`config.mk`:
```
export PLATFORM = sky130hd
export DESIGN_NAME = bht_queue
export DESIGN_NICKNAME = d
export VERILOG_FILES = /design/src/design/bht_pkg.sv /design/src/design/bht_queue.sv
export SDC_FILE = /design/constraint.sdc
export NUM_CORES = 1
export LEC_CHECK = 0
export BUFFER_PORTS_ARGS = -buffer_cell sky130_fd_sc_hd__buf_2
export CORE_UTILIZATION = 47
export CTS_BUF_LIST = sky130_fd_sc_hd__clkbuf_4 sky130_fd_sc_hd__clkbuf_8 sky130_fd_sc_hd__clkbuf_16
export CTS_CLUSTER_DIAMETER = 200
export DETAILED_ROUTE_END_ITERATION = 10
export GPL_ROUTABILITY_DRIVEN = 0
export GPL_TIMING_DRIVEN = 0
export PLACE_DENSITY = 0.76
export SYNTH_ARGS = -nofsm -noshare
export SYNTH_HDL_FRONTEND = slang
export SYNTH_SLANG_ARGS = --single-unit
```
`constraint.sdc`:
```
create_clock -name clock -period 3.15 [get_ports clock]
set_input_delay 0.63 -clock clock [delete_from_list [all_inputs] [get_ports clock]]
set_output_delay 0.63 -clock clock [all_outputs]
set_load 0.005 [all_outputs]
```
`src/design/bht_pkg.sv`:
```
package bht_pkg;

   localparam int BUCKETS_DEF = 1024;
   localparam int WAYS_DEF    = 4;

   // Bucket index comes from the high key word times the bucket count
   localparam int KEY_HI_W    = 32;
   localparam int MAX_IDX_W   = 20;

   localparam int QUEUE_DEPTH = 2;

   // depth - 3*age + 2 spans -765 .. 257
   localparam int SCORE_W     = 11;

   localparam int REQ_TDATA_W = 128;
   localparam int RSP_TDATA_W = 64;

   localparam logic [1:0] CMD_PROBE = 2'd0;
   localparam logic [1:0] CMD_WRITE = 2'd1;
   localparam logic [1:0] CMD_CLEAR = 2'd2;

   localparam logic [1:0] BOUND_EXACT = 2'd3;

   localparam logic signed [SCORE_W-1:0] EXACT_BONUS = 11'sd2;

   typedef struct packed {
      logic [15:0]        tag;
      logic [15:0]        move;
      logic signed [15:0] eval;
      logic signed [15:0] value;
      logic [7:0]         depth;
      logic [1:0]         bound;
      logic [7:0]         age;
   } entry_type;

   typedef struct packed {
      logic [1:0]           cmd;
      logic [MAX_IDX_W-1:0] bucket;
      logic [15:0]          tag;
      logic [1:0]           way;
      logic [15:0]          move;
      logic signed [15:0]   eval;
      logic signed [15:0]   value;
      logic [7:0]           depth;
      logic [1:0]           bound;
   } item_type;

endpackage

```
`src/design/bht_queue.sv`:
```
module bht_queue (
   input  logic              clock,
   input  logic              reset,
   input  logic              push_valid,
   input  bht_pkg::item_type push_item,
   output logic              push_ready,
   output logic              pop_valid,
   output bht_pkg::item_type pop_item,
   input  logic              pop_ready
);

   localparam int QD     = bht_pkg::QUEUE_DEPTH;
   localparam int PTR_W  = (QD > 1) ? $clog2(QD) : 1;
   localparam int CNT_W  = $clog2(QD + 1);

   bht_pkg::item_type  slots_ff [QD];
   logic [PTR_W-1:0]   wr_ptr_ff, wr_ptr_in;
   logic [PTR_W-1:0]   rd_ptr_ff, rd_ptr_in;
   logic [CNT_W-1:0]   count_ff, count_in;
   logic               push;
   logic               pop;

   assign push_ready = count_ff != CNT_W'(QD);
   assign pop_valid  = count_ff != '0;
   assign pop_item   = slots_ff[rd_ptr_ff];
   assign push       = push_valid && push_ready;
   assign pop        = pop_valid && pop_ready;

   always_comb begin
      wr_ptr_in = wr_ptr_ff;
      rd_ptr_in = rd_ptr_ff;
      count_in  = count_ff;
      if (push) begin
         wr_ptr_in = (wr_ptr_ff == PTR_W'(QD - 1)) ? '0 : wr_ptr_ff + 1'b1;
      end
      if (pop) begin
         rd_ptr_in = (rd_ptr_ff == PTR_W'(QD - 1)) ? '0 : rd_ptr_ff + 1'b1;
      end
      if (push && !pop) begin
         count_in = count_ff + 1'b1;
      end else if (pop && !push) begin
         count_in = count_ff - 1'b1;
      end
   end

   always_ff @(posedge clock) begin
      if (reset) begin
         wr_ptr_ff <= '0;
         rd_ptr_ff <= '0;
         count_ff  <= '0;
      end else begin
         wr_ptr_ff <= wr_ptr_in;
         rd_ptr_ff <= rd_ptr_in;
         count_ff  <= count_in;
      end
   end

   always_ff @(posedge clock) begin
      if (push) begin
         slots_ff[wr_ptr_ff] <= push_item;
      end
   end

`ifndef ASSERT_OFF
   // hold a refused transaction unchanged until the queue takes it
   a_push_held: assert property (@(posedge clock) disable iff (reset)
      push_valid && !push_ready |=> push_valid && $stable(push_item))
      else $error("waiting transaction changed before the queue took it");
`endif

endmodule

```
==> impl_metrics.env, run 1 <==
export IMPL_grt_max_degree=53
export IMPL_postCtsSetupRepairBufs=0
export IMPL_die_w_um=127
export IMPL_yosysWarningCount=0
export IMPL_die_area_um2=16200
export IMPL_numCtsBuffers=21
export IMPL_synth_fp_nets=432
export IMPL_peakVddDrop_mv=0.606
export IMPL_multiInputGateArea_um2=1300
export IMPL_dr_pass1_iters=4
export IMPL_cellPowerDensity_nw_per_um2=792
export IMPL_period_minus_slack_ns=2.38
export IMPL_synth_top_area_frac=0.799
export IMPL_rsz0062_at_grt="no"
export IMPL_antenna_left=0
export IMPL_num_io_pins=202
export IMPL_h_tree_depth=1
export IMPL_worst_ep_required_time_ns=2.52
export IMPL_synthTopCellsByArea="edfxtp_1 (80%), mux2_2 (12%), mux2_4 (4.1%)"
export IMPL_grt_use_total=0.155
export IMPL_antenna_found_initial=0
export IMPL_wl_um=12900
export IMPL_hold_viol=0
export IMPL_fin_cells=777
export IMPL_viasPerCell=4.88
export IMPL_cts_tree="built"
export IMPL_nets=658
export IMPL_drtIter0Drc=222
export IMPL_placedCellCount=743
export IMPL_yosysMostFrequentCell="edfxtp_1"
export IMPL_power_leakage_uw=0.00355
export IMPL_async_flop_share=0
export IMPL_dpl_hpwl_um=8630
export IMPL_layout_drive_gt1_share=0.613
export IMPL_synth_cell_types=19
export IMPL_cts_resized=0
export IMPL_port_buffers=201
export IMPL_drv_slew=0
export IMPL_crit_type="reg -> out"
export IMPL_num_rows=45
export IMPL_seq_area_frac_synth=0.813
export IMPL_min_path_type="in -> reg"
export IMPL_synth_largest_area_cell="edfxtp_1"
export IMPL_maxCapViolations=0
export IMPL_remaining_drc_errors=0
export IMPL_fp_dieH_um=127
export IMPL_r2r_cells=3
export IMPL_synth_edf_count=196
export IMPL_ctsHoldBuffers=0
export IMPL_path_clk_slew_ns=0.05
export IMPL_synth_ff_type="edfxtp_1"
export IMPL_cp_max_fo=10
export IMPL_start_kind="flip-flop"
export IMPL_vias=3791
export IMPL_status="finished clean"
export IMPL_fillCellCount=1111
export IMPL_grt_pass1_vias=3918
export IMPL_diodes=0
export IMPL_seq_area_um2=5990
export IMPL_synth_seq_cells=201
export IMPL_post_route_util=0.613
export IMPL_clock_latency_ns=0.48
export IMPL_slew_headroom=0.528
export IMPL_hold_path_depth=1
export IMPL_cts_root_buffer="clkbuf_16"
export IMPL_start_util=0.483
export IMPL_tns_ns=0
export IMPL_fmax_ghz=0.421
export IMPL_grt_ovfl_total=0
export IMPL_synthCells=329
export IMPL_setup_violations_final=0
export IMPL_end_kind="primary output"
export IMPL_avgSynthCellArea_um2=22.4
export IMPL_grt_pass1_wl_um=19300
export IMPL_area_growth_syn_to_layout_pct=26.9
export IMPL_cp_data_arrival_time_ns=1.75
export IMPL_netlist_top_cells_count="edfxtp_1 (196), mux2_2 (78), mux2_4 (20)"
export IMPL_finClkSkew_ns=0.00999
export IMPL_tightest_slew_ns=0.709
export IMPL_cts_sinks=201
export IMPL_fp_coreArea_um2=15300
export IMPL_drt_wirelength_per_cell_um=16.6
export IMPL_cts_buffer_depth=3
export IMPL_timing_final_crit_share=0.754
export IMPL_syn_area_um2=7370
## final timing paths
kind                                  from                        end  slack, ns
hold / removal               push_item[35]  slots_ff[1][35]$_DFFE_PP_       0.33
setup / recovery                 flip-flop               pop_item[61]       0.77
hold reg to reg     rd_ptr_ff$_SDFFE_PP0P_     rd_ptr_ff$_SDFFE_PP0P_       0.51
setup reg to reg  count_ff[0]$_SDFFE_PP0P_  slots_ff[1][58]$_DFFE_PP_       1.15
## kinds of logic (layout without fill, tap and decap cells)
kind of cell,count (synthesis),count (layout),share of synthesized area
flip-flops,201,201,0.812
buffers and inverters,12,249,0.0114
adder cells (fa/ha/maj),1,1,0.00170
XOR/XNOR,3,3,0.00357
multiplexers,98,98,0.160
AND/OR/NAND/NOR,9,9,0.00680
AO/OA/AOI/OAI,5,5,0.00408
## state kept, by name, summed over array words and instances (netlist names), named ones only
signal     count
slots_ff     196
count_ff       2
rd_ptr_ff      1
wr_ptr_ff      1
## final cells by class
type	instances	area share
inverters	1	0.000669
plain buffers	11	0.00856
clock inverters	10	0.0110
repair buffers	203	0.113
well taps	211	0.0282
flip-flops and latches	201	0.640
clock buffers	24	0.0586
multi-input cells	116	0.139
## per-stage QoR
stage | worst slack (ns) | cell area (µm²) | power [µW] | hold WS (ns)
finish | 0.774 | 9350 | 7410 | 0.334
global route | 0.678 | 9350 | 7740 | 0.311
CTS | 0.722 | 9350 | 7510 | 0.314
detailed placement | 1.03 | 8700 | 5170 | 0.498
global placement | -0.951 | 8640 | 5120 | 0.487
floorplan | 0.0703 | 7370 | 4480 | 0.471
## power by group
part | internal, µW | total, µW | switching [µW]
Clock | 1400 | 2320 | 917
Combinational | 881 | 1660 | 784
Sequential | 3340 | 3420 | 84.1
Total | 5620 | 7410 | 1790
## worst max-delay path, stage by stage, from the launching register on
cell	delay, ns
dfxtp_1	0.32
buf_6	0.14
buf_6	0.17
buf_6	0.19
mux2_4	0.31
buf_2	0.13
## per-layer routing
metal  global-route usage  share of wire
met1                0.176           0.38
met2                0.276           0.51
met3               0.0557          0.083
met4               0.0441          0.020
met5                    0              0
## cells in the final DEF (no fill, tap or decap)
master	n
edfxtp_1	196
xor2_1	3
mux2_4	20
buf_6	4
or3_1	1
clkinv_1	3
a21oi_1	2
dfxtp_1	5
bufinv_16	2
a21bo_2	1
nand2b_1	1
buf_2	208
ha_1	1
clkinvlp_4	1
nor2_1	3
clkbuf_16	21
buf_16	2
and2_1	1
clkinv_2	3
o21ai_0	2
clkbuf_4	3
inv_6	1
inv_4	1
and3_4	1
mux2_2	78
nand3b_1	1
or2_2	1
Power figures use the tool's default switching activity.
==> run 2, diff against run 1 <==
ABC_AREA = 1   (was not set)
CORE_UTILIZATION = 52   (was 47)
PLACE_DENSITY = 0.79   (was 0.76)
clock period = 2.4 ns   (was 3.15 ns; I/O delays follow)
==> run 2 against run 1 <==
Effect of this change:
- synthesized area up 0.22%
- total power increased by 29%
- critical endpoint is now pop_item[17]
- synthesized cell count up 4.0%
- via count grew 1.8%
- final cell count down 1.8%
==> impl_metrics.env, run 2 <==
export IMPL_port_buffers=201
export IMPL_numCtsBuffers=21
export IMPL_fp_dieH_um=121
export IMPL_hold_path_depth=1
export IMPL_async_flop_share=0
export IMPL_grt_pass1_wl_um=19700
export IMPL_path_clk_slew_ns=0.06
export IMPL_syn_area_um2=7380
export IMPL_num_io_pins=202
export IMPL_r2r_end="slots_ff[0][85]$_DFFE_PP_"
export IMPL_seq_area_frac_synth=0.811
export IMPL_hold_viol=0
export IMPL_top_register="slots_ff"
export IMPL_postCtsSetupRepairBufs=0
export IMPL_netlist_top_cells_count="edfxtp_1 (196), mux2_2 (78), mux2_4 (20)"
export IMPL_cts_resized=0
export IMPL_synth_top_area_frac=0.797
export IMPL_cellPowerDensity_nw_per_um2=1020
export IMPL_clock_latency_ns=0.48
export IMPL_multiInputGateArea_um2=1330
export IMPL_remaining_drc_errors=0
export IMPL_cp_max_fo=10
export IMPL_min_to="slots_ff[0][50]$_DFFE_PP_"
export IMPL_crit_chain="buf_6, buf_2, mux2_2, buf_2"
export IMPL_drt_wirelength_per_cell_um=17.2
export IMPL_crit_top_cell="buf_2"
export IMPL_synthTopCellsByArea="edfxtp_1 (80%), mux2_2 (12%), mux2_4 (4.1%)"
export IMPL_start_kind="flip-flop"
export IMPL_nets=675
export IMPL_synth_fp_nets=445
export IMPL_fillCellCount=981
export IMPL_setup_violations_final=0
export IMPL_synth_seq_cells=201
export IMPL_largest_reg_flops=196
export IMPL_crit_reg2reg_launch="count_ff[0]$_SDFFE_PP0P_"
export IMPL_reg2reg_slack_ns=0.50
export IMPL_hold_ws_ns=0.182
export IMPL_power_uw=9580
export IMPL_top_regs="slots_ff x196, count_ff x2"
export IMPL_min_path_type="in -> reg"
export IMPL_cts_tree="built"
export IMPL_synth_ff_type="edfxtp_1"
export IMPL_cp_slowest_cell="mux2_2"
export IMPL_worst_ep_required_time_ns=1.92
export IMPL_yosysWarningCount=0
export IMPL_power_leakage_uw=0.00361
export IMPL_yosysMostFrequentCell="edfxtp_1"
export IMPL_crit_type="reg -> out"
export IMPL_cts_root_buffer="clkbuf_16"
export IMPL_synth_largest_area_cell="edfxtp_1"
export IMPL_cts_sinks=201
export IMPL_dpl_hpwl_um=8950
export IMPL_cts_buffer_depth=3
export IMPL_num_rows=43
export IMPL_grt_max_degree=34
export IMPL_wl_um=13200
export IMPL_drv_slew=0
export IMPL_final_common_cell="buf_2"
export IMPL_synth_edf_count=196
export IMPL_layout_drive_gt1_share=0.602
export IMPL_viasPerCell=5.06
export IMPL_drtIter0Drc=229
export IMPL_avgSynthCellArea_um2=21.6
export IMPL_peakVddDrop_mv=0.762
export IMPL_timing_final_crit_share=0.944
export IMPL_r2r_cells=6
export IMPL_antenna_left=0
export IMPL_h_tree_depth=1
export IMPL_seq_area_um2=5990
export IMPL_end_kind="primary output"
export IMPL_maxCapViolations=0
export IMPL_final_cell_mix="buf_2 (208), edfxtp_1 (196), mux2_2 (78)"
export IMPL_start_util=0.532
export IMPL_cp_data_arrival_time_ns=1.78
export IMPL_synth_cell_types=14
export IMPL_vias=3859
export IMPL_finClkSkew_ns=0.0226
export IMPL_die_w_um=121
export IMPL_grt_ovfl_total=0
export IMPL_fmax_ghz=0.442
export IMPL_synthCells=342
export IMPL_slew_headroom=0.548
export IMPL_slowest_delay_ns=0.38
export IMPL_grt_use_total=0.175
export IMPL_period_minus_slack_ns=2.26
export IMPL_die_area_um2=14700
export IMPL_grt_pass1_vias=4038
export IMPL_dr_pass1_iters=5
export IMPL_diodes=0
export IMPL_area_growth_syn_to_layout_pct=27.5
export IMPL_ctsHoldBuffers=0
export IMPL_min_from="push_item[50]"
export IMPL_rsz0062_at_grt="no"
export IMPL_tightest_slew_ns=0.677
export IMPL_antenna_found_initial=1
export IMPL_fp_coreArea_um2=13900
export IMPL_status="finished clean"
==> run 2: cell type report <==
type,instances,share of cell area
buffer,11,0.00851
clock buffer,28,0.0634
clock inverter,6,0.00279
inverter,8,0.00319
multi-input combinational,122,0.141
sequential,201,0.636
tap,180,0.0239
timing repair buffer,207,0.121
==> run 2: through the flow <==
stage                util  cell area (µm²)  worst slack [ns]  std cells  TNS (ns)
floorplan               -             7420          -0.00162        342    -0.159
global placement    0.623             8650            -0.823        723   -158.83
detailed placement  0.633             8790             0.362        729         0
CTS                 0.678             9410            0.0668        763         0
global route        0.678             9410            0.0357        763         0
finish              0.678             9410             0.135        763         0
==> run 2: cell families (layout without fill, tap and decap cells) <==
group	after synthesis	in the layout	synth area share
DFF	201	201	0.811
muxes	98	98	0.160
and+or+nand+nor	19	19	0.0103
buffers and inverters	19	260	0.0149
AOI/OAI and AO/OA	4	4	0.00271
adders and majority gates	1	1	0.00169
==> run 2: worst max path at each step <==
stage / slack (ns) / to / startpoint
finish: 0.14 / pop_item[17] / flip-flop
global route: 0.04 / pop_item[17] / flip-flop
CTS: 0.07 / pop_item[17] / flip-flop
detailed placement: 0.36 / slots_ff[0][82]$_DFFE_PP_ / push_valid
global placement: -0.82 / slots_ff[0][78]$_DFFE_PP_ / push_valid
floorplan: -0.002 / slots_ff[0][0]$_DFFE_PP_ / push_valid
==> run 2: worst max-delay path, delay by kind of cell, from the launching register on <==
| kind | cells | cell delay [ns] |
|---|---|---|
| buffers and inverters | 3 | 0.60 |
| muxes | 1 | 0.38 |
| DFF | 1 | 0.33 |
==> run 2: report_power, final <==
part           leakage (µW)  internal, µW  total, µW  switching, µW
clock              0.000307          1720       2890           1170
sequential          0.00187          4430       4550            119
combinational       0.00144          1100       2140           1040
==> run 2: per-layer routing <==
layer	vias to the layer above	GRT usage	part of all wire
li1	1792	-	-
met1	1878	0.208	0.38
met2	156	0.305	0.51
met3	31	0.0540	0.091
met4	2	0.0532	0.022
met5	-	0	0.00076
