===== src/design/bht_pkg.sv =====
package bht_pkg;

   localparam int BUCKETS_DEF = 1024;
   localparam int WAYS_DEF    = 4;

   // Bucket index comes from the high key word times the bucket count
   localparam int KEY_HI_W    = 32;
   localparam int MAX_IDX_W   = 20;

   localparam int QUEUE_DEPTH = 2;

   // depth - 3*age + 2 spans -765 .. 257
   localparam int SCORE_W     = 11;

   localparam int REQ_TDATA_W = 128;
   localparam int RSP_TDATA_W = 64;

   localparam logic [1:0] CMD_PROBE = 2'd0;
   localparam logic [1:0] CMD_WRITE = 2'd1;
   localparam logic [1:0] CMD_CLEAR = 2'd2;

   localparam logic [1:0] BOUND_EXACT = 2'd3;

   localparam logic signed [SCORE_W-1:0] EXACT_BONUS = 11'sd2;

   typedef struct packed {
      logic [15:0]        tag;
      logic [15:0]        move;
      logic signed [15:0] eval;
      logic signed [15:0] value;
      logic [7:0]         depth;
      logic [1:0]         bound;
      logic [7:0]         age;
   } entry_type;

   typedef struct packed {
      logic [1:0]           cmd;
      logic [MAX_IDX_W-1:0] bucket;
      logic [15:0]          tag;
      logic [1:0]           way;
      logic [15:0]          move;
      logic signed [15:0]   eval;
      logic signed [15:0]   value;
      logic [7:0]           depth;
      logic [1:0]           bound;
   } item_type;

endpackage


===== src/design/bht_front.sv =====
module bht_front #(
   parameter int BUCKETS = bht_pkg::BUCKETS_DEF,
   parameter int WAYS    = bht_pkg::WAYS_DEF
) (
   input  logic                            clock,
   input  logic                            reset,
   input  logic                            req_tvalid,
   output logic                            req_tready,
   input  logic [1:0]                      req_tuser,   // command
   // key, target_way, best_move, static_eval, search_value, search_depth,
   // bound_kind, zero pad
   input  logic [bht_pkg::REQ_TDATA_W-1:0] req_tdata,
   input  logic                            sweeping,
   output logic                            push_valid,
   output bht_pkg::item_type               push_item,
   input  logic                            push_ready
);

   localparam int PROD_W = bht_pkg::KEY_HI_W + bht_pkg::MAX_IDX_W + 1;

   logic [PROD_W-1:0]  product;
   logic               way_ok;
   logic               keep;
   logic               accept;
   bht_pkg::item_type  fresh;
   bht_pkg::item_type  stage_ff, stage_in;
   logic               stage_valid_ff, stage_valid_in;

   assign product = PROD_W'(req_tdata[63:32]) * PROD_W'(BUCKETS);
   assign way_ok  = {2'b00, req_tdata[65:64]} < 4'(WAYS);

   always_comb begin
      unique case (req_tuser) inside
         bht_pkg::CMD_PROBE, bht_pkg::CMD_CLEAR: keep = 1'b1;
         bht_pkg::CMD_WRITE:                     keep = way_ok;
         default:                                keep = 1'b0;
      endcase
   end

   always_comb begin
      fresh.cmd    = req_tuser;
      fresh.bucket = product[bht_pkg::KEY_HI_W +: bht_pkg::MAX_IDX_W];
      fresh.tag    = req_tdata[15:0];
      fresh.way    = req_tdata[65:64];
      fresh.move   = req_tdata[81:66];
      fresh.eval   = req_tdata[97:82];
      fresh.value  = req_tdata[113:98];
      fresh.depth  = req_tdata[121:114];
      fresh.bound  = req_tdata[123:122];
   end

   assign req_tready = !sweeping && (!stage_valid_ff || push_ready);
   assign accept     = req_tvalid && req_tready;
   assign push_valid = stage_valid_ff;
   assign push_item  = stage_ff;

   always_comb begin
      stage_valid_in = stage_valid_ff;
      stage_in       = stage_ff;
      if (accept) begin
         // drop unused commands and writes past the last way
         stage_valid_in = keep;
         stage_in       = fresh;
      end else if (push_ready) begin
         stage_valid_in = 1'b0;
      end
   end

   always_ff @(posedge clock) begin
      if (reset) begin
         stage_valid_ff <= 1'b0;
      end else begin
         stage_valid_ff <= stage_valid_in;
      end
   end

   always_ff @(posedge clock) begin
      stage_ff <= stage_in;
   end

endmodule


===== config.mk =====
export PLATFORM = sky130hd
export DESIGN_NAME = bht_front
export DESIGN_NICKNAME = d
export VERILOG_FILES = /design/src/design/bht_pkg.sv /design/src/design/bht_front.sv
export SDC_FILE = /design/constraint.sdc
export NUM_CORES = 1
export LEC_CHECK = 0
export BUFFER_PORTS_ARGS = -buffer_cell sky130_fd_sc_hd__buf_2
export CAP_MARGIN = 20
export CORE_ASPECT_RATIO = 0.75
export CORE_MARGIN = 10
export CORE_UTILIZATION = 37
export CTS_BUF_LIST = sky130_fd_sc_hd__clkbuf_4
export CTS_CLUSTER_SIZE = 20
export DETAILED_ROUTE_END_ITERATION = 6
export PLACE_DENSITY = 0.78
export SLEW_MARGIN = 30
export SYNTH_ARGS = -nofsm -noshare
export SYNTH_HDL_FRONTEND = slang
export SYNTH_SLANG_ARGS = --single-unit

===== constraint.sdc =====
create_clock -name clock -period 12.25 [get_ports clock]
set_clock_uncertainty 0.2 [all_clocks]
set_input_delay 1.8375 -clock clock [delete_from_list [all_inputs] [get_ports clock]]
set_output_delay 1.8375 -clock clock [all_outputs]
set_load 0.02 [all_outputs]

==> results.cfg, run 1 <==
[run_status]
run_status = completed

[logic_synthesis]
synth_top_family_by_area = buffers and inverters
yosys.area_share.simple_pct = 1.35
syn-instance-count = 107
ys_top_cells_by_area = sky130_fd_sc_hd__edfxtp_1 (95%), sky130_fd_sc_hd__buf_4 (2.7%), sky130_fd_sc_hd__dfxtp_1 (0.72%)
postSynth.asyncResetShare_pct = 0
synth_top_cells_by_count = sky130_fd_sc_hd__edfxtp_1 (88), sky130_fd_sc_hd__buf_4 (10), sky130_fd_sc_hd__nor2_1 (2)
yosysWarningCount = 0
synth-main-ff-cell = sky130_fd_sc_hd__edfxtp_1
synth-adder-area-share_pct = 0
synth.yosys.seq_area_share_pct = 95.5
synth_compound_area_share_pct = 0.224
cell_area_after_synthesis_um2 = 2790
synthDominantCellAreaShare_pct = 94.8
synthXorXnorAreaFrac_pct = 0
post_synth.cell_area_avg_um2 = 26.1
synthMuxAreaShare_pct = 0
ys_seq_elements = 89
synth.most_common_cell = sky130_fd_sc_hd__edfxtp_1
post_synth_edffs = 88
ys_types = 10
synthDominantAreaCellType = sky130_fd_sc_hd__edfxtp_1

[critical_path]
worst-path-max-fanout = 3
timing.critical_path.from_type = input port
worst-r2r-cell-count = 3
regToRegEndpoint = push_item[43]
worst_path_most_repeated_cell = sky130_fd_sc_hd__buf_2
master_of_the_slowest_instance_on_the_critical_path = sky130_fd_sc_hd__buf_2
path_cells = buf_2 > nor2b_4 > nor2_1 > buf_2
critPathArrivalTime_ns = 2.30
crit_path_max_incr_delay_ns = 0.15
worst-r2r-setup-slack_ns = 10.46
crit-reg2reg-launch = push_valid
worst_ep_required_time_ns = 10.21
crit_type = in -> out
endpoint_kind = output pin

[floorplanning]
design.die.area_um2 = 11400
row_count = 27
core_um2 = 7330
die_x_um = 120
start_util_pct = 38.0
floorplan.io_pins = 235
die_y_extent_um = 95.2

[clock_network]
postCtsHoldBufs = 0
post_cts_buffers = 0
max-clock-path-buffers = 2
clockRootBuffer = sky130_fd_sc_hd__clkbuf_4
cts-buffers-inserted = 9
cts.htree.levels = 3
cts.reportedPaths.clkPinSlew_ns = 0.13
cts_resizes = 0
clock_sinks = 89
tritoncts = yes
clk-insertion-delay-late_ns = 0.41

[place]
place_ws_ns = 7.91
port-buffer-count = 182
dp_hpwl_um = 5740
finalWeightedCongestion = 0.741

[layout]
count_of_antenna_diodes_in_the_layout = 0
layout-area-overhead-vs-synth_pct = 41.6
final_layout_size_suffix_gt1_share_pct = 65.7
fin_nets = 436

[routing]
drtIter0Drc = 80
detail-route-antenna-nets = 0
post_dr_vias_cell = 4.08
1st_pass_router_iterations = 6
route.vias.total = 1660
drt_drc_violations_left = 0
routedWlPerCell_um = 17.2
wirelength_um = 7020

[pwr]
sequential_group_share_of_total_power_pct = 62.3
power.switching_fraction_pct = 23.5
power_frac_clock_pct = 28.3
cell_internal_pwr_mw = 0.433
share_comb_of_total_power_pct = 9.4
power_spent_charging_and_discharging_nets_mw = 0.133
peak_supply_drop_mv = 0.0823
pwr_density_cell_nw_per_um2 = 143
cellLeakagePower_nw = 1.69

[global_route]
global_route_wire_length_before_repair_um = 10300
number_of_antenna_violations_at_the_first_check_in_global_routing = 0
global_route.usage.total_pct = 12.0
grt_pass1_vias = 1851
gr_ovfl_total = 0
grt_start_max_net_pins = 54

[sta]
final_critical_path_setup_slack_ns = 7.92
finalHoldViolCount = 0
period_needed_ns = 4.33
finalMaxSlewViolations = 0
rsz0062_at_grt = no
report.final.setup_viol = 0
layout_worst_path_cycle_share_pct = 35.4
max_clock_freq_ghz = 0.231
worstMarginPinSlew_ns = 0.652
tns_ns = 0
slew_headroom_pct = 56.6

[worst_hold_path]
worst_hold_path.num_cells = 3
hp-class = reg -> reg
holdPathEnd = push_valid
hold_path.startpoint = push_valid

[job]
drv_cap = 0
==> kinds of logic (layout without fill, tap and decap cells) <==
kind of cell    Yosys count  in the layout
simple gates              5              5
compound gates            1              1
flops                    89             89
other cells               1             10
buf+inv                  11            201
==> power groups by stage <==
stage                     Sequential, mW  Clock, mW  Combinational (mW)
after global placement             0.359          0              0.0532
after detailed placement           0.360          0              0.0546
after floorplan                    0.378          0              0.0106
after global routing               0.354      0.182              0.0581
final                              0.353      0.160              0.0535
after CTS                          0.353      0.169              0.0546
==> registers in the layout, indices dropped and copies added, names as in the netlist <==
register,flops
push_valid,1
push_item,88
==> final cells by class <==
| cell class | instances | area [um^2] |
|---|---|---|
| inverter | 1 | 3.75 |
| tap | 101 | 126 |
| fill | 619 | 3380 |
| clock inverter | 7 | 76.3 |
| sequential | 89 | 2660 |
| clock buffer | 9 | 67.6 |
| timing repair buffer | 184 | 926 |
| multi-input combinational | 16 | 87.6 |
==> worst max path at each step <==
stage,start,endpoint,slack [ns],depth (start not counted)
finish,push_ready,req_tready,7.92,4
CTS,push_ready,req_tready,7.91,4
global route,push_ready,req_tready,7.89,4
floorplan,push_ready,push_item[0],6.26,2
global placement,push_ready,req_tready,7.92,4
detailed placement,push_ready,req_tready,7.91,4
==> critical path, delay by kind of cell <==
kind,cells,cell delay (ns)
buf+inv,2,0.26
simple gates,2,0.19
==> layer usage <==
metal  routed length [um]  vias up  track usage [%]
li1                     -      785                -
met1                 2440      751             11.7
met4                  117        0             5.51
met5                    0        -                0
met2                 3500      113             19.9
met3                  960       11             7.56
==> placed cells by master (no fill, tap or decap) <==
cell type                      n
sky130_fd_sc_hd__buf_2       182
sky130_fd_sc_hd__edfxtp_1     88
sky130_fd_sc_hd__conb_1       10
sky130_fd_sc_hd__clkbuf_4      9
sky130_fd_sc_hd__nor2_1        2
sky130_fd_sc_hd__clkinv_4      2
sky130_fd_sc_hd__inv_6         2
sky130_fd_sc_hd__buf_4         2
sky130_fd_sc_hd__nor2b_4       1
sky130_fd_sc_hd__nor3b_4       1
sky130_fd_sc_hd__inv_1         1
sky130_fd_sc_hd__nand2_1       1
sky130_fd_sc_hd__a31oi_1       1
sky130_fd_sc_hd__clkinv_1      1
sky130_fd_sc_hd__clkinvlp_4    1
sky130_fd_sc_hd__bufinv_16     1
sky130_fd_sc_hd__dfxtp_1       1
==> through the flow <==
step | cell area, um^2 | power, mW | hold slack [ns] | std cells | utilization [%]
floorplan | 2820 | 0.389 | 0.516 | 116 | -
global placement | 3810 | 0.413 | 0.450 | 391 | 51.9
detailed placement | 3810 | 0.415 | 0.454 | 391 | 51.9
CTS | 3950 | 0.576 | 0.478 | 407 | 53.9
global route | 3950 | 0.594 | 0.490 | 407 | 53.9
finish | 3950 | 0.566 | 0.475 | 407 | 53.9
Note: power is estimated with default switching activity, not from simulation.
==> run 2: changes to the inputs <==
--- a/config.mk
+++ b/config.mk
@@ -5,6 +5,7 @@
 export SDC_FILE = /design/constraint.sdc
 export NUM_CORES = 1
 export LEC_CHECK = 0
+export ABC_AREA = 1
 export BUFFER_PORTS_ARGS = -buffer_cell sky130_fd_sc_hd__buf_2
 export CAP_MARGIN = 20
 export CORE_ASPECT_RATIO = 0.75
==> constraint.sdc (replaced) <==
create_clock -name clock -period 4.4 [get_ports clock]
set_clock_uncertainty 0.2 [all_clocks]
set_input_delay 0.66 -clock clock [delete_from_list [all_inputs] [get_ports clock]]
set_output_delay 0.66 -clock clock [all_outputs]
set_load 0.02 [all_outputs]
==> run 2 against run 1 <==
Setup slack got worse by 5.5 ns. Highest routed layer unchanged. Sequential share of layout area grew 0.28 points. Largest power group unchanged. Via count shrank 0.24%. Critical path type is now reg -> out.
==> results.cfg, run 2 <==
[run_status]
run_status = completed

[job]
drv_cap = 0

[critical_path]
worst-path-max-fanout = 3
crit_type = reg -> out
timing.critical_path.from_type = flop
path_cells = inv_1 > nor2_4 > nor2_1 > buf_2
cp_top_family = flip-flops
endpoint_kind = output pin
critPathArrivalTime_ns = 1.17
cp.buffers_inverters = 2
crit_path_max_incr_delay_ns = 0.37
master_of_the_slowest_instance_on_the_critical_path = sky130_fd_sc_hd__dfxtp_1
worst_ep_required_time_ns = 3.54

[logic_synthesis]
synthDominantAreaCellType = sky130_fd_sc_hd__edfxtp_1
ys_types = 10
yosysWarningCount = 0
synth_top_cells_by_count = sky130_fd_sc_hd__edfxtp_1 (88), sky130_fd_sc_hd__buf_4 (10), sky130_fd_sc_hd__inv_1 (2), sky130_fd_sc_hd__nor2_1 (2)
synthDominantCellAreaShare_pct = 94.7
post_synth_edffs = 88
synth-main-ff-cell = sky130_fd_sc_hd__edfxtp_1
synth.yosys.seq_area_share_pct = 95.4
postSynth.asyncResetShare_pct = 0
cell_area_after_synthesis_um2 = 2790
ys_top_cells_by_area = sky130_fd_sc_hd__edfxtp_1 (95%), sky130_fd_sc_hd__buf_4 (2.7%), sky130_fd_sc_hd__dfxtp_1 (0.72%)
post_synth.cell_area_avg_um2 = 25.8
synth.most_common_cell = sky130_fd_sc_hd__edfxtp_1
syn-instance-count = 108
ys_seq_elements = 89

[layout]
count_of_antenna_diodes_in_the_layout = 0
post-route-cell-area_um2 = 3930
layout_commonest_cell = sky130_fd_sc_hd__buf_2
fill_cells = 621
final_layout_size_suffix_gt1_share_pct = 65.8
layout_common_cells = sky130_fd_sc_hd__buf_2 (182), sky130_fd_sc_hd__edfxtp_1 (88), sky130_fd_sc_hd__conb_1 (10), sky130_fd_sc_hd__clkbuf_4 (10), sky130_fd_sc_hd__clkinvlp_4 (3)
layout-area-overhead-vs-synth_pct = 41.0
largest_reg_flops = 88
fin_nets = 437
final_core_utilization_pct = 53.7

[floorplanning]
die_x_um = 120
floorplan.io_pins = 235
die_y_extent_um = 95.2
row_count = 27
start_util_pct = 38.1
design.die.area_um2 = 11500
core_um2 = 7330

[place]
detailed_place.area_um2 = 3810
port-buffer-count = 182
dp_hpwl_um = 5880
finalWeightedCongestion = 0.766

[sta]
finalMaxSlewViolations = 0
period_needed_ns = 2.03
finalHoldViolCount = 0
tns_ns = 0
report.final.setup_viol = 0
layout_worst_path_cycle_share_pct = 46.1
rsz0062_at_grt = no
worstMarginPinSlew_ns = 0.636
max_clock_freq_ghz = 0.493
slew_headroom_pct = 57.6
fin_worst_hold_slack_ns = 0.188

[clock_network]
post_cts_buffers = 0
clockRootBuffer = sky130_fd_sc_hd__clkbuf_4
cts-buffers-inserted = 9
postCtsHoldBufs = 0
max-clock-path-buffers = 2
clock_sinks = 89
cts.htree.levels = 3
tritoncts = yes
cts_resizes = 0
cts.reportedPaths.clkPinSlew_ns = 0.13
clk-insertion-delay-late_ns = 0.41

[global_route]
global_route.usage.total_pct = 12.1
number_of_antenna_violations_at_the_first_check_in_global_routing = 0
grt_start_max_net_pins = 53
gr_ovfl_total = 0
grt_pass1_vias = 1870
global_route_wire_length_before_repair_um = 10400

[pwr]
pwr_density_cell_nw_per_um2 = 389
cellLeakagePower_nw = 1.67
total_power_mw = 1.53
peak_supply_drop_mv = 0.188

[routing]
drt_drc_violations_left = 0
routedWlPerCell_um = 17.4
drtIter0Drc = 81
route.vias.total = 1656
detail-route-antenna-nets = 0
post_dr_vias_cell = 4.06
1st_pass_router_iterations = 4
wirelength_um = 7100

[worst_hold_path]
hp-class = in -> reg
==> run 2: cell types whose count changed after synthesis, sizes merged <==
cell / previous run / this run
inv: 1 / 2
nor2: 2 / 3
nor2b: 1 / 0
==> run 2: logic make-up after synthesis <==
family | count (synthesis) | synth area share (%)
flops | 89 | 95.4
other cells | 1 | 0.134
compound gates | 1 | 0.224
simple gates | 5 | 1.26
buf+inv | 12 | 2.96
==> run 2: report_power, final <==
group          internal (mW)  switching, mW
Combinational         0.0537         0.0972
Clock                  0.129          0.268
Sequential             0.975        0.00749
Total                   1.16          0.373
==> run 2: layer usage <==
| layer | global-route usage [%] | part of all wire [%] | vias up |
|---|---|---|---|
| li1 | - | - | 786 |
| met1 | 10.7 | 33 | 754 |
| met2 | 21.5 | 52 | 108 |
| met3 | 8.68 | 14 | 8 |
| met4 | 4.01 | 1.3 | 0 |
| met5 | 0 | 0 | - |
==> run 2: path summary, 6_finish.rpt <==
check	startpoint	to	slack (ns)	cells past startpoint
worst max-delay path	push_valid	req_tready	2.37	4
worst min-delay path	reset	push_valid	0.19	2
worst max register to register	push_valid	push_item[24]	2.62	4
worst min register to register	push_valid	push_valid	0.50	4
==> run 2: final cells by class <==
type | count | area [um^2] | share of cell area [%]
clock buffer | 10 | 75.1 | 1.91
clock inverter | 6 | 51.3 | 1.30
inverter | 2 | 7.51 | 0.191
multi-input combinational | 16 | 85.1 | 2.16
sequential | 89 | 2660 | 67.7
tap | 101 | 126 | 3.21
timing repair buffer | 184 | 926 | 23.5
==> run 2: through the flow <==
stage / instances / setup WS, ns
detailed placement: 392 / 2.24
floorplan: 117 / 0.826
finish: 408 / 2.37
CTS: 408 / 2.32
global placement: 392 / 2.28
global route: 408 / 2.25
